File: src/rtl/ifd_pkg.sv
// ----------------------------------------------------------------------------
// ifd_pkg
// Shared constants and types of the interleaved FIR decimator: field widths,
// history row layout, the token passed along the multiply-accumulate chain
// and the configuration register indexes.
// ----------------------------------------------------------------------------
`default_nettype none

package ifd_pkg;

  localparam int IFD_CHANNELS = 16;   // default channel count
  localparam int HIST_LEN     = 6;    // earlier samples kept per channel
  localparam int SAMPLE_W     = 16;
  localparam int CH_FIELD_W   = 4;
  localparam int COEF_W       = 16;
  localparam int PAIR_W       = SAMPLE_W + 1;
  localparam int PROD_W       = COEF_W + PAIR_W;
  localparam int ACC_W        = 36;
  localparam int TAPS         = 4;    // distinct coefficients of the symmetric filter
  localparam int OUT_SHIFT    = 16;
  localparam int CNT_W        = 3;

  localparam logic [CNT_W-1:0]        CNT_FULL   = CNT_W'(HIST_LEN);
  localparam logic signed [ACC_W-1:0] ROUND_BIAS = ACC_W'(32'h0000_8000);

  // Row of one channel's history, element 0 is the oldest sample.
  typedef logic [HIST_LEN-1:0][SAMPLE_W-1:0] ifd_row_t;

  // Configuration register indexes.
  typedef enum logic [1:0] {
    CFG_COEF_OUTER  = 2'd0,
    CFG_COEF_SECOND = 2'd1,
    CFG_COEF_THIRD  = 2'd2,
    CFG_COEF_CENTRE = 2'd3
  } ifd_cfg_idx_t;

  // Token travelling through the accumulate chain.
  typedef struct packed {
    logic                          vld;
    logic [CH_FIELD_W-1:0]         ch;
    logic [TAPS-1:0][PAIR_W-1:0]   pairs;
    logic signed [ACC_W-1:0]       acc;
  } ifd_tok_t;

endpackage

`default_nettype wire

File: src/rtl/ifd_cell.sv
// ----------------------------------------------------------------------------
// ifd_cell
// One multiply-accumulate cell: adds coef * pair[IDX] to the running sum and
// hands the token to the next cell. Holds while its output is not taken.
// ----------------------------------------------------------------------------
`default_nettype none

module ifd_cell #(
  parameter int IDX = 0
) (
  input  wire logic                                 clk,
  input  wire logic                                 rst_n,
  input  wire logic signed [ifd_pkg::COEF_W-1:0]    coef,
  input  wire ifd_pkg::ifd_tok_t                    tok_i,
  output      logic                                 rdy_o,
  output      ifd_pkg::ifd_tok_t                    tok_o,
  input  wire logic                                 rdy_i
);

  ifd_pkg::ifd_tok_t                      tok_r;
  ifd_pkg::ifd_tok_t                      tok_nxt;
  logic signed [ifd_pkg::PROD_W-1:0]      prod;

  assign prod = coef * $signed(tok_i.pairs[IDX]);

  always_comb begin
    tok_nxt     = tok_i;
    tok_nxt.acc = tok_i.acc + ifd_pkg::ACC_W'(prod);
  end

  // Advance when empty or when the neighbor takes the held token.
  assign rdy_o = !tok_r.vld || rdy_i;

  // Only the valid bit is reset; the payload of an empty slot is don't care.
  always_ff @(posedge clk) begin
    if (!rst_n) begin
      tok_r.vld <= 1'b0;
    end else if (rdy_o) begin
      tok_r <= tok_nxt;
    end
  end

  assign tok_o = tok_r;

endmodule

`default_nettype wire

File: config.mk
export PLATFORM = sky130hd
export DESIGN_NAME = ifd_cell
export DESIGN_NICKNAME = d
export VERILOG_FILES = /design/src/rtl/ifd_pkg.sv /design/src/rtl/ifd_cell.sv
export SDC_FILE = /design/constraint.sdc
export NUM_CORES = 1
export LEC_CHECK = 0
export BUFFER_PORTS_ARGS = -buffer_cell sky130_fd_sc_hd__buf_4
export CAP_MARGIN = 0
export CELL_PAD_IN_SITES_DETAIL_PLACEMENT = 0
export CELL_PAD_IN_SITES_GLOBAL_PLACEMENT = 1
export CORE_MARGIN = 2
export CORE_UTILIZATION = 30
export CTS_BUF_LIST = sky130_fd_sc_hd__clkbuf_16
export CTS_CLUSTER_SIZE = 40
export DETAILED_ROUTE_END_ITERATION = 16
export PLACE_DENSITY = 0.7
export SYNTH_ARGS = -nofsm -noshare
export SYNTH_HDL_FRONTEND = slang
export SYNTH_SLANG_ARGS = --single-unit
File: constraint.sdc
create_clock -name clk -period 6.98 [get_ports clk]
set_input_delay 1.396 -clock clk [delete_from_list [all_inputs] [get_ports clk]]
set_output_delay 1.396 -clock clk [all_outputs]
set_load 0.05 [all_outputs]
==> results.json <==
{
  "status": "completed",
  "synth-main-ff-cell": "edfxtp_1",
  "portBuffers": 237,
  "fillers": 5101,
  "drive_gt1_share_pct": 23.5,
  "hpwl_mm": 33.0,
  "wire_per_inst_um": 15.6,
  "crit_path_start_kind": "input pin",
  "grt_pass1_vias": 12259,
  "final_common_cell": "buf_4",
  "drtAntennaViolNets": 0,
  "hp-class": "register to register",
  "syn_inst": 1414,
  "clock_latency_ns": 0.37,
  "n_antenna_cell": 0,
  "areaGrowthSynthToFinish_pct": 25.3,
  "cp-end-kind": "register",
  "cts.sinks": 109,
  "synth_seq_area_share_pct": 21.3,
  "finalCritPeriodShare_pct": 96.2,
  "syn_area_mm2": 0.0153,
  "synth_top_area_share_pct": 42.5,
  "min_to": "tok_o[108]$_SDFFE_PN0N_",
  "crit_required_ns": 7.09,
  "path_max_fanout": 9,
  "r2r_slack_ns": 4.73,
  "yosys_warnings": 0,
  "drv_cap": 0,
  "chipHeight_um": 230,
  "dieWidth_um": 230,
  "mostFrequentLayoutCells": "buf_4 (378), inv_1 (345), fa_1 (324)",
  "min_from": "tok_o[108]$_SDFFE_PN0N_",
  "groute.usage.overall_pct": 15.3,
  "finalWorstSetupSlack_ns": 0.269,
  "dp_slack_ns": -0.373,
  "cts_tree": "yes",
  "first_iter_violations": 503,
  "relSlewSlack_pct": 42.5,
  "via_count": 10765,
  "rsz0062_at_grt": "no",
  "seq_area_mm2": 0.00326,
  "grt_antenna_before_repair": 0,
  "regToRegEndpoint": "tok_o[58]$_DFFE_PP_",
  "holdPathStages": 2,
  "pin_count": 238,
  "worstPathArrival_ns": 6.83,
  "viasPerCell": 4.42,
  "cts_buffers": 9,
  "drc": 0,
  "async_flop_share_pct": 0,
  "syn_avg_cell_area_um2": 10.8,
  "largest_register_ffs": 109,
  "row_count": 82,
  "holdBufCountCts": 0,
  "root_buffer": "clkbuf_16",
  "worstReg2RegStart": "tok_o[108]$_SDFFE_PN0N_",
  "clock.fmax_ghz": 0.149,
  "synth_top_cell_by_area": "fa_1",
  "multi_input_area_mm2": 0.0106,
  "start_util_pct": 30.5,
  "synth-seq-cells": 109,
  "fin_nets": 2318,
  "clk_pin_slew_worst_paths_ns": 0.09,
  "synth_cell_type_count": 51,
  "cts_max_path_buffers": 2,
  "synth_nets": 1973,
  "core-area_mm2": 0.0503,
  "synth_edf_count": 108,
  "grt_max_degree": 64,
  "grt_pass1_wl_mm": 63.1,
  "globalplace.congestion": 0.931,
  "slew_violations": 0,
  "tightest_slew_ns": 0.863,
  "synth.area.top_cells": "fa_1 (42%), edfxtp_1 (21%), ha_1 (8.7%), inv_1 (8.5%), and2_1 (5.2%)",
  "post_cts_buffers": 0,
  "gr-total-overflow": 0,
  "fin_worst_skew_ns": 0.0130,
  "htree_levels": 3,
  "hold_viol": 0,
  "setup_violations": 0,
  "r2r_cells": 3,
  "finalSetupTns_ns": 0,
  "path_class": "input pin to register",
  "drtPass1Iterations": 5,
  "die_area_mm2": 0.0529,
  "period_needed_ns": 6.71,
  "drt-total-wl_mm": 37.9
}
## layout make-up
cell class              count  area share, %
clock buffers               9           1.17
flip-flops and latches    109           17.0
repair buffers            380           15.0
inverters                 346           6.76
multi-input cells         913           55.3
clock inverters             7          0.397
well taps                 672           4.38
## worst max-delay path by stage
stage / startpoint / to / slack (ns) / cells after the start
floorplan: tok_i[47] / tok_o[28]$_DFFE_PP_ / -0.01 / 20
global placement: tok_i[52] / tok_o[30]$_DFFE_PP_ / -0.46 / 21
detailed placement: tok_i[52] / tok_o[30]$_DFFE_PP_ / -0.37 / 21
CTS: tok_i[52] / tok_o[30]$_DFFE_PP_ / 0.10 / 21
global route: tok_i[52] / tok_o[35]$_DFFE_PP_ / 0.01 / 21
finish: tok_i[52] / tok_o[35]$_DFFE_PP_ / 0.27 / 21
## kinds of logic after synthesis
group,share of synthesized area (%)
fa+ha+maj,51.1
buf+inv,9.65
simple gates,11.1
flops,21.3
compound gates,4.50
xor+xnor,2.29
mux,0.0653
## cell usage after synthesis, types with 2 or more instances
cell type	instances
o21ai_1	3
xnor2_1	28
nor2b_1	2
nor3_1	3
a221o_1	3
o21a_1	4
a21oi_1	35
and3_1	6
o211ai_1	5
xor2_1	12
a21o_1	19
nand2_1	154
buf_1	2
edfxtp_1	108
a211oi_1	2
ha_1	106
clkbuf_1	43
nand2b_1	8
inv_1	346
o21ai_0	12
a21boi_0	2
nor2_1	23
o21ai_2	2
o21bai_1	2
nand4_1	6
nand3_1	3
and2_1	127
fa_1	325
## critical path, stage by stage
cell and delay (ns):
buf_4 0.16, and2_1 0.19, fa_2 0.61, inv_1 0.09, fa_1 0.54, inv_1 0.05, fa_1 0.50, inv_1 0.05
fa_1 0.55, fa_1 0.44, fa_1 0.49, inv_1 0.05, ha_1 0.28, and3_1 0.19, a221o_1 0.32, a21oi_1 0.26
nand2_1 0.09, o21ai_1 0.13, buf_4 0.15, o21ai_0 0.11, xor2_1 0.16
## per-stage QoR
| step | instances | cell area (um2) | utilization [%] | hold slack [ns] |
|---|---|---|---|---|
| detailed placement | 2420 | 18900 | 37.6 | 0.570 |
| CTS | 2436 | 19200 | 38.2 | 0.586 |
| finish | 2436 | 19200 | 38.2 | 0.575 |
| floorplan | 1414 | 15400 | - | 1.15 |
| global route | 2436 | 19200 | 38.2 | 0.605 |
| global placement | 2420 | 18900 | 37.6 | 0.555 |
## layer usage
layer | track usage (%) | routed length (um)
met2 | 28.0 | 20200
met5 | 0 | 0
met1 | 18.8 | 15200
met4 | 3.33 | 652
met3 | 2.37 | 1850
## repair_timing
item | in CTS | in global routing
pin swaps | 0 | 2
setup endpoints to repair | 1 | 5
resized for setup | 1 | 6
Power is left out: the tool's default activity adds up to more than one toggle a clock period on the data nets, which glitch-free logic cannot reach.
