`config.mk`:
```
export PLATFORM = sky130hd
export DESIGN_NAME = ifd_front
export DESIGN_NICKNAME = d
export VERILOG_FILES = /design/src/rtl/ifd_pkg.sv /design/src/rtl/ifd_front.sv
export SDC_FILE = /design/constraint.sdc
export NUM_CORES = 2
export LEC_CHECK = 0
export CORE_ASPECT_RATIO = 1.25
export CORE_MARGIN = 10
export CORE_UTILIZATION = 55
export CTS_CLUSTER_SIZE = 30
export DETAILED_ROUTE_END_ITERATION = 10
export DONT_BUFFER_PORTS = 1
export GPL_TIMING_DRIVEN = 1
export PLACE_DENSITY = 0.7
export SYNTH_ARGS = -nofsm -noshare
export SYNTH_HDL_FRONTEND = slang
export SYNTH_SLANG_ARGS = --single-unit
```
`constraint.sdc`:
```
create_clock -name clk -period 21.5 [get_ports clk]
set_input_delay 1.075 -clock clk [delete_from_list [all_inputs] [get_ports clk]]
set_output_delay 1.075 -clock clk [all_outputs]
set_load 0.05 [all_outputs]
```
`src/rtl/ifd_pkg.sv`:
```
// ----------------------------------------------------------------------------
// ifd_pkg
// Shared constants and types of the interleaved FIR decimator: field widths,
// history row layout, the token passed along the multiply-accumulate chain
// and the configuration register indexes.
// ----------------------------------------------------------------------------
`default_nettype none

package ifd_pkg;

  localparam int IFD_CHANNELS = 16;   // default channel count
  localparam int HIST_LEN     = 6;    // earlier samples kept per channel
  localparam int SAMPLE_W     = 16;
  localparam int CH_FIELD_W   = 4;
  localparam int COEF_W       = 16;
  localparam int PAIR_W       = SAMPLE_W + 1;
  localparam int PROD_W       = COEF_W + PAIR_W;
  localparam int ACC_W        = 36;
  localparam int TAPS         = 4;    // distinct coefficients of the symmetric filter
  localparam int OUT_SHIFT    = 16;
  localparam int CNT_W        = 3;

  localparam logic [CNT_W-1:0]        CNT_FULL   = CNT_W'(HIST_LEN);
  localparam logic signed [ACC_W-1:0] ROUND_BIAS = ACC_W'(32'h0000_8000);

  // Row of one channel's history, element 0 is the oldest sample.
  typedef logic [HIST_LEN-1:0][SAMPLE_W-1:0] ifd_row_t;

  // Configuration register indexes.
  typedef enum logic [1:0] {
    CFG_COEF_OUTER  = 2'd0,
    CFG_COEF_SECOND = 2'd1,
    CFG_COEF_THIRD  = 2'd2,
    CFG_COEF_CENTRE = 2'd3
  } ifd_cfg_idx_t;

  // Token travelling through the accumulate chain.
  typedef struct packed {
    logic                          vld;
    logic [CH_FIELD_W-1:0]         ch;
    logic [TAPS-1:0][PAIR_W-1:0]   pairs;
    logic signed [ACC_W-1:0]       acc;
  } ifd_tok_t;

endpackage

`default_nettype wire

```
`src/rtl/ifd_front.sv`:
```
// ----------------------------------------------------------------------------
// ifd_front
// Per-channel bookkeeping: set count and phase in flip-flops, sample history
// in a memory read on accept and written back when stage 1 advances, with a
// bypass for a channel written in the same cycle it is read. Builds tap pairs.
// ----------------------------------------------------------------------------
`default_nettype none

module ifd_front #(
  parameter int CHANNELS = ifd_pkg::IFD_CHANNELS
) (
  input  wire logic                                 clk,
  input  wire logic                                 rst_n,
  input  wire logic                                 in_valid,
  output      logic                                 in_ready,
  input  wire logic signed [ifd_pkg::SAMPLE_W-1:0]  in_sample,
  input  wire logic [ifd_pkg::CH_FIELD_W-1:0]       in_channel,
  input  wire logic                                 in_start,
  output      ifd_pkg::ifd_tok_t                    tok_o,
  input  wire logic                                 rdy_i
);

  localparam int CH_W = (CHANNELS > 1) ? $clog2(CHANNELS) : 1;

  logic [ifd_pkg::CNT_W-1:0]  cnt_r   [CHANNELS];
  logic                       phase_r [CHANNELS];
  ifd_pkg::ifd_row_t          mem     [CHANNELS];

  logic [CH_W-1:0]            idx;
  logic                       in_range;
  logic                       take;
  logic [ifd_pkg::CNT_W-1:0]  cnt_cur;
  logic                       phase_cur;
  logic                       emit;

  logic                                s1_vld_r;
  logic                                s1_emit_r;
  logic [CH_W-1:0]                     s1_idx_r;
  logic [ifd_pkg::CH_FIELD_W-1:0]      s1_ch_r;
  logic signed [ifd_pkg::SAMPLE_W-1:0] s1_sample_r;
  ifd_pkg::ifd_row_t                   rd_row_r;
  ifd_pkg::ifd_row_t                   fwd_row_r;
  logic                                fwd_hit_r;
  ifd_pkg::ifd_row_t                   row;
  ifd_pkg::ifd_row_t                   new_row;
  logic                                s1_adv;
  logic                                s1_wr;

  assign idx      = CH_W'(in_channel);
  assign in_range = 32'(in_channel) < CHANNELS;
  assign take     = in_valid && in_ready && in_range;

  // A start flag restarts count and phase before the item is taken.
  assign cnt_cur   = in_start ? '0   : cnt_r[idx];
  assign phase_cur = in_start ? 1'b0 : phase_r[idx];
  assign emit      = (cnt_cur >= ifd_pkg::CNT_FULL) && !phase_cur;

  always_ff @(posedge clk) begin
    if (!rst_n) begin
      for (int i = 0; i < CHANNELS; i++) begin
        cnt_r[i]   <= '0;
        phase_r[i] <= 1'b0;
      end
    end else if (take) begin
      cnt_r[idx]   <= (cnt_cur >= ifd_pkg::CNT_FULL) ? ifd_pkg::CNT_FULL
                                                     : cnt_cur + 1'b1;
      phase_r[idx] <= !phase_cur;
    end
  end

  // Stage 1 handshake.
  assign s1_adv   = !s1_emit_r || rdy_i;
  assign s1_wr    = s1_vld_r && s1_adv;
  assign in_ready = !s1_vld_r || s1_adv;

  always_ff @(posedge clk) begin
    if (!rst_n) begin
      s1_vld_r <= 1'b0;
    end else if (in_ready) begin
      s1_vld_r <= in_valid && in_range;
    end
  end

  always_ff @(posedge clk) begin
    if (in_ready && in_valid) begin
      s1_emit_r   <= emit;
      s1_idx_r    <= idx;
      s1_ch_r     <= in_channel;
      s1_sample_r <= in_sample;
      rd_row_r    <= mem[idx];
      fwd_hit_r   <= s1_wr && (s1_idx_r == idx);
      fwd_row_r   <= new_row;
    end
  end

  // History memory: read on accept, written back when stage 1 advances.
  always_ff @(posedge clk) begin
    if (s1_wr) begin
      mem[s1_idx_r] <= new_row;
    end
  end

  assign row     = fwd_hit_r ? fwd_row_r : rd_row_r;
  assign new_row = {s1_sample_r, row[ifd_pkg::HIST_LEN-1:1]};

  always_comb begin
    tok_o.vld      = s1_vld_r && s1_emit_r;
    tok_o.ch       = s1_ch_r;
    tok_o.acc      = ifd_pkg::ROUND_BIAS;
    tok_o.pairs[0] = ifd_pkg::PAIR_W'($signed(row[0])) + ifd_pkg::PAIR_W'(s1_sample_r);
    tok_o.pairs[1] = ifd_pkg::PAIR_W'($signed(row[1])) + ifd_pkg::PAIR_W'($signed(row[5]));
    tok_o.pairs[2] = ifd_pkg::PAIR_W'($signed(row[2])) + ifd_pkg::PAIR_W'($signed(row[4]));
    tok_o.pairs[3] = ifd_pkg::PAIR_W'($signed(row[3]));
  end

endmodule

`default_nettype wire

```
==> reports/qor.csv <==
stage,metric,value,unit
logic_synthesis,synth_edf_count,1798,
floorplan,dieWidth,341,um
logic_synthesis,syn_area,70700,sq um
timing,rsz0062_at_grt,no,
critical_path,critPathCaptureType,output port,
floorplan,initial_utilization,0.552,
logic_synthesis,yosys.area.top_type,edfxtp_1,
status,violations,max-slew violations,
pwr,finalPower,7.69,mW
logic_synthesis,synth_mux_area_frac,0.174,
timing,finalHoldViolations,0,
cells_and_area,layout_commonest_cell,edfxtp_1,
route,firstDrtPassIters,5,
route,drt_iter0_markers,3999,
route,vias,32300,
clock_tree,clock-sinks,1815,
floorplan,rows,147,
clock_tree,postCtsSetupRepairBufs,0,
floorplan,coreArea,128000,sq um
cells_and_area,fin_nets,3220,
logic_synthesis,synth_adder_area_share,0.00969,
logic_synthesis,yosysSeqAreaShare,0.768,
route,routed_wl,160000,um
route,wl_per_cell,32.0,um
logic_synthesis,ys_warn_count,0,
pwr,ir_drop,0.0909,mV
clock_tree,cts_made_buffers,171,
logic_synthesis,synth_simple_gate_area_frac,0.0145,
critical_path,crit_type,reg -> out,
clock_tree,clock_latency,0.80,ns
logic_synthesis,synth-xor-area-share,0.00532,
timing,fmax,0.149,GHz
logic_synthesis,synth_area_leaders,"edfxtp_1, mux4_2, mux2_2",
global_routing,grt_max_degree,406,
logic_synthesis,synth-compound-area-share,0.0118,
timing,post-route-min-period,6.70,ns
route,drc_errors,0,
placed_design,port_buffers,0,
placed_design,hpwl,75400,um
pwr,power.density,98.3,nW/um^2
global_routing,grt_pass1_vias,33300,
route,drtAntennaViolNets,0,
cells_and_area,area_growth,10.5,%
clock_tree,cts_tree,built,
critical_path,cp_data_required_time,20.43,ns
critical_path,cp_max_fo,96,
timing,slew_headroom,-0.103,
clock_tree,ctsResizeCount,0,
timing,finalSetupViolations,0,
clock_tree,clockRootBuffer,clkbuf_16,
global_routing,grt.overflow.total,0,
logic_synthesis,avgSynthCellArea,23.0,sq um
logic_synthesis,synth_flop_cell,edfxtp_1,
floorplan,die_h,421,um
cells_and_area,diodes,0,
global_routing,track_usage,0.222,
logic_synthesis,synthDistinctLibCells,59,
clock_tree,cts_buffer_depth,3,
critical_path,crit_arrival,5.63,ns
logic_synthesis,synth_top_family_by_area,multiplexers,
hold_path,hp-class,in -> reg,
floorplan,io_pins,135,
clock_tree,hold_buffers,0,
timing,drv_slew,75,
placed_design,gp_congestion,0.817,
flow_run,max_cap_violations,0,
global_routing,grt_pass1_wl,232000,um
timing,fin_skew,0.0263,ns
critical_path,cp-start-kind,register,
critical_path,reg2reg_depth,5,
hold_path,worstHoldPathCells,0,
timing,setup-tns-final,0,ns
timing,worstMarginPinSlew,1.65,ns
cells_and_area,drive_gt1_frac,0.286,
logic_synthesis,ys_async_sr_fraction,0,
logic_synthesis,synth_cells,3070,
global_routing,antenna_found_initial,1,
route,viasPerCell,6.46,
status,status,"complete, but fails checks",
clock_tree,htreeDepth,4,
logic_synthesis,yosysTopAreaCellShare,0.763,
cells_and_area,layout_common_cells,"edfxtp_1, mux4_2, clkbuf_16, mux2_2, nor2_1",
clock_tree,cts.reportedPaths.clkPinSlew,0.06,ns
logic_synthesis,ys_ff_latch,1815,
floorplan,die_area,143000,sq um
timing,period_share,0.312,
pwr,power_leakage,24.6,nW
## path summary, 6_finish.rpt
kind | from | end | slack [ns]
worst max-delay path | fwd_hit_r | tok_o[86] | 14.80
worst min-delay path | in_sample[4] | s1_sample_r[4] | 0.37
worst max register to register | s1_emit_r | rd_row_r[61] | 16.85
worst min register to register | phase_r[12] | phase_r[12] | 0.48
## power breakdown
| part | internal (mW) | total (mW) | switching [mW] |
|---|---|---|---|
| Clock | 1.70 | 2.99 | 1.29 |
| Sequential | 4.00 | 4.04 | 0.0302 |
| Combinational | 0.215 | 0.662 | 0.446 |
## cells by family (layout without fill, tap and decap cells)
family                   count (synthesis)  in the layout
multiplexers                           598            598
buffers and inverters                  205            381
flip-flops                            1815           1815
XOR/XNOR                                43             43
other                                    2             36
adder cells (fa/ha/maj)                 53             53
AO/OA/AOI/OAI                          130            130
AND/OR/NAND/NOR                        224            224
## worst max-delay path, stage by stage, from the launching register on
cell       delay [ns]
edfxtp_1         0.37
buf_12           0.52
mux2_2           0.55
ha_1             0.27
fa_1             0.42
a21o_1           0.19
a21o_1           0.23
a2111oi_0        0.70
nor2_1           0.18
a221o_1          0.41
o31ai_2          0.86
## synth_stat cells, types with 5 or more instances
master    number
edfxtp_1    1798
mux4_2       498
mux2_2        96
nor2_1        82
buf_4         77
clkbuf_1      62
nand2_1       56
ha_1          50
a21oi_1       36
buf_2         29
xnor2_1       29
nand3_1       26
o21ai_0       20
a21o_1        19
buf_1         18
dfxtp_1       17
inv_1         14
xor2_1        14
nor3_1        11
o21ai_1       10
nor2_2         9
nand2b_1       8
nor2b_1        8
o211ai_1       7
nand4_1        6
buf_6          5
o21bai_1       5
## layer usage
metal,global-route usage,share of wire,up-vias
met4,0.0598,0.022,0
met5,0,0,-
met3,0.0501,0.096,219
met1,0.310,0.39,17400
li1,-,-,13000
met2,0.356,0.49,1663
## area by class of cell
cell class                 instances  area (sq um)
clock inverter                   110          1100
fill                            8652         50000
clock buffer                     201          4460
sequential                      1815         54300
multi-input combinational       1084         15500
timing repair buffer              56           558
inverter                          14          52.6
tap                             1713          2140
## flip-flops by register name, summed over array words and instances, names as in the netlist, 4 cells and up
signal / cells
mem: 1536
fwd_row_r: 96
rd_row_r: 96
cnt_r: 48
phase_r: 16
s1_sample_r: 16
s1_ch_r: 4
## through the flow
step / setup WS (ns) / util / cell area, sq um / hold slack [ns] / std cells
after floorplan: 12.70 / - / 70900 / 0.448 / 3104
after global placement: 15.71 / 0.566 / 72600 / 0.458 / 4682
after detailed placement: 15.70 / 0.566 / 72600 / 0.471 / 4682
after CTS: 14.81 / 0.610 / 78200 / 0.307 / 4993
after global routing: 14.58 / 0.610 / 78200 / 0.332 / 4993
final: 14.80 / 0.610 / 78200 / 0.367 / 4993
No activity file was read; power rests on OpenSTA's default activity.
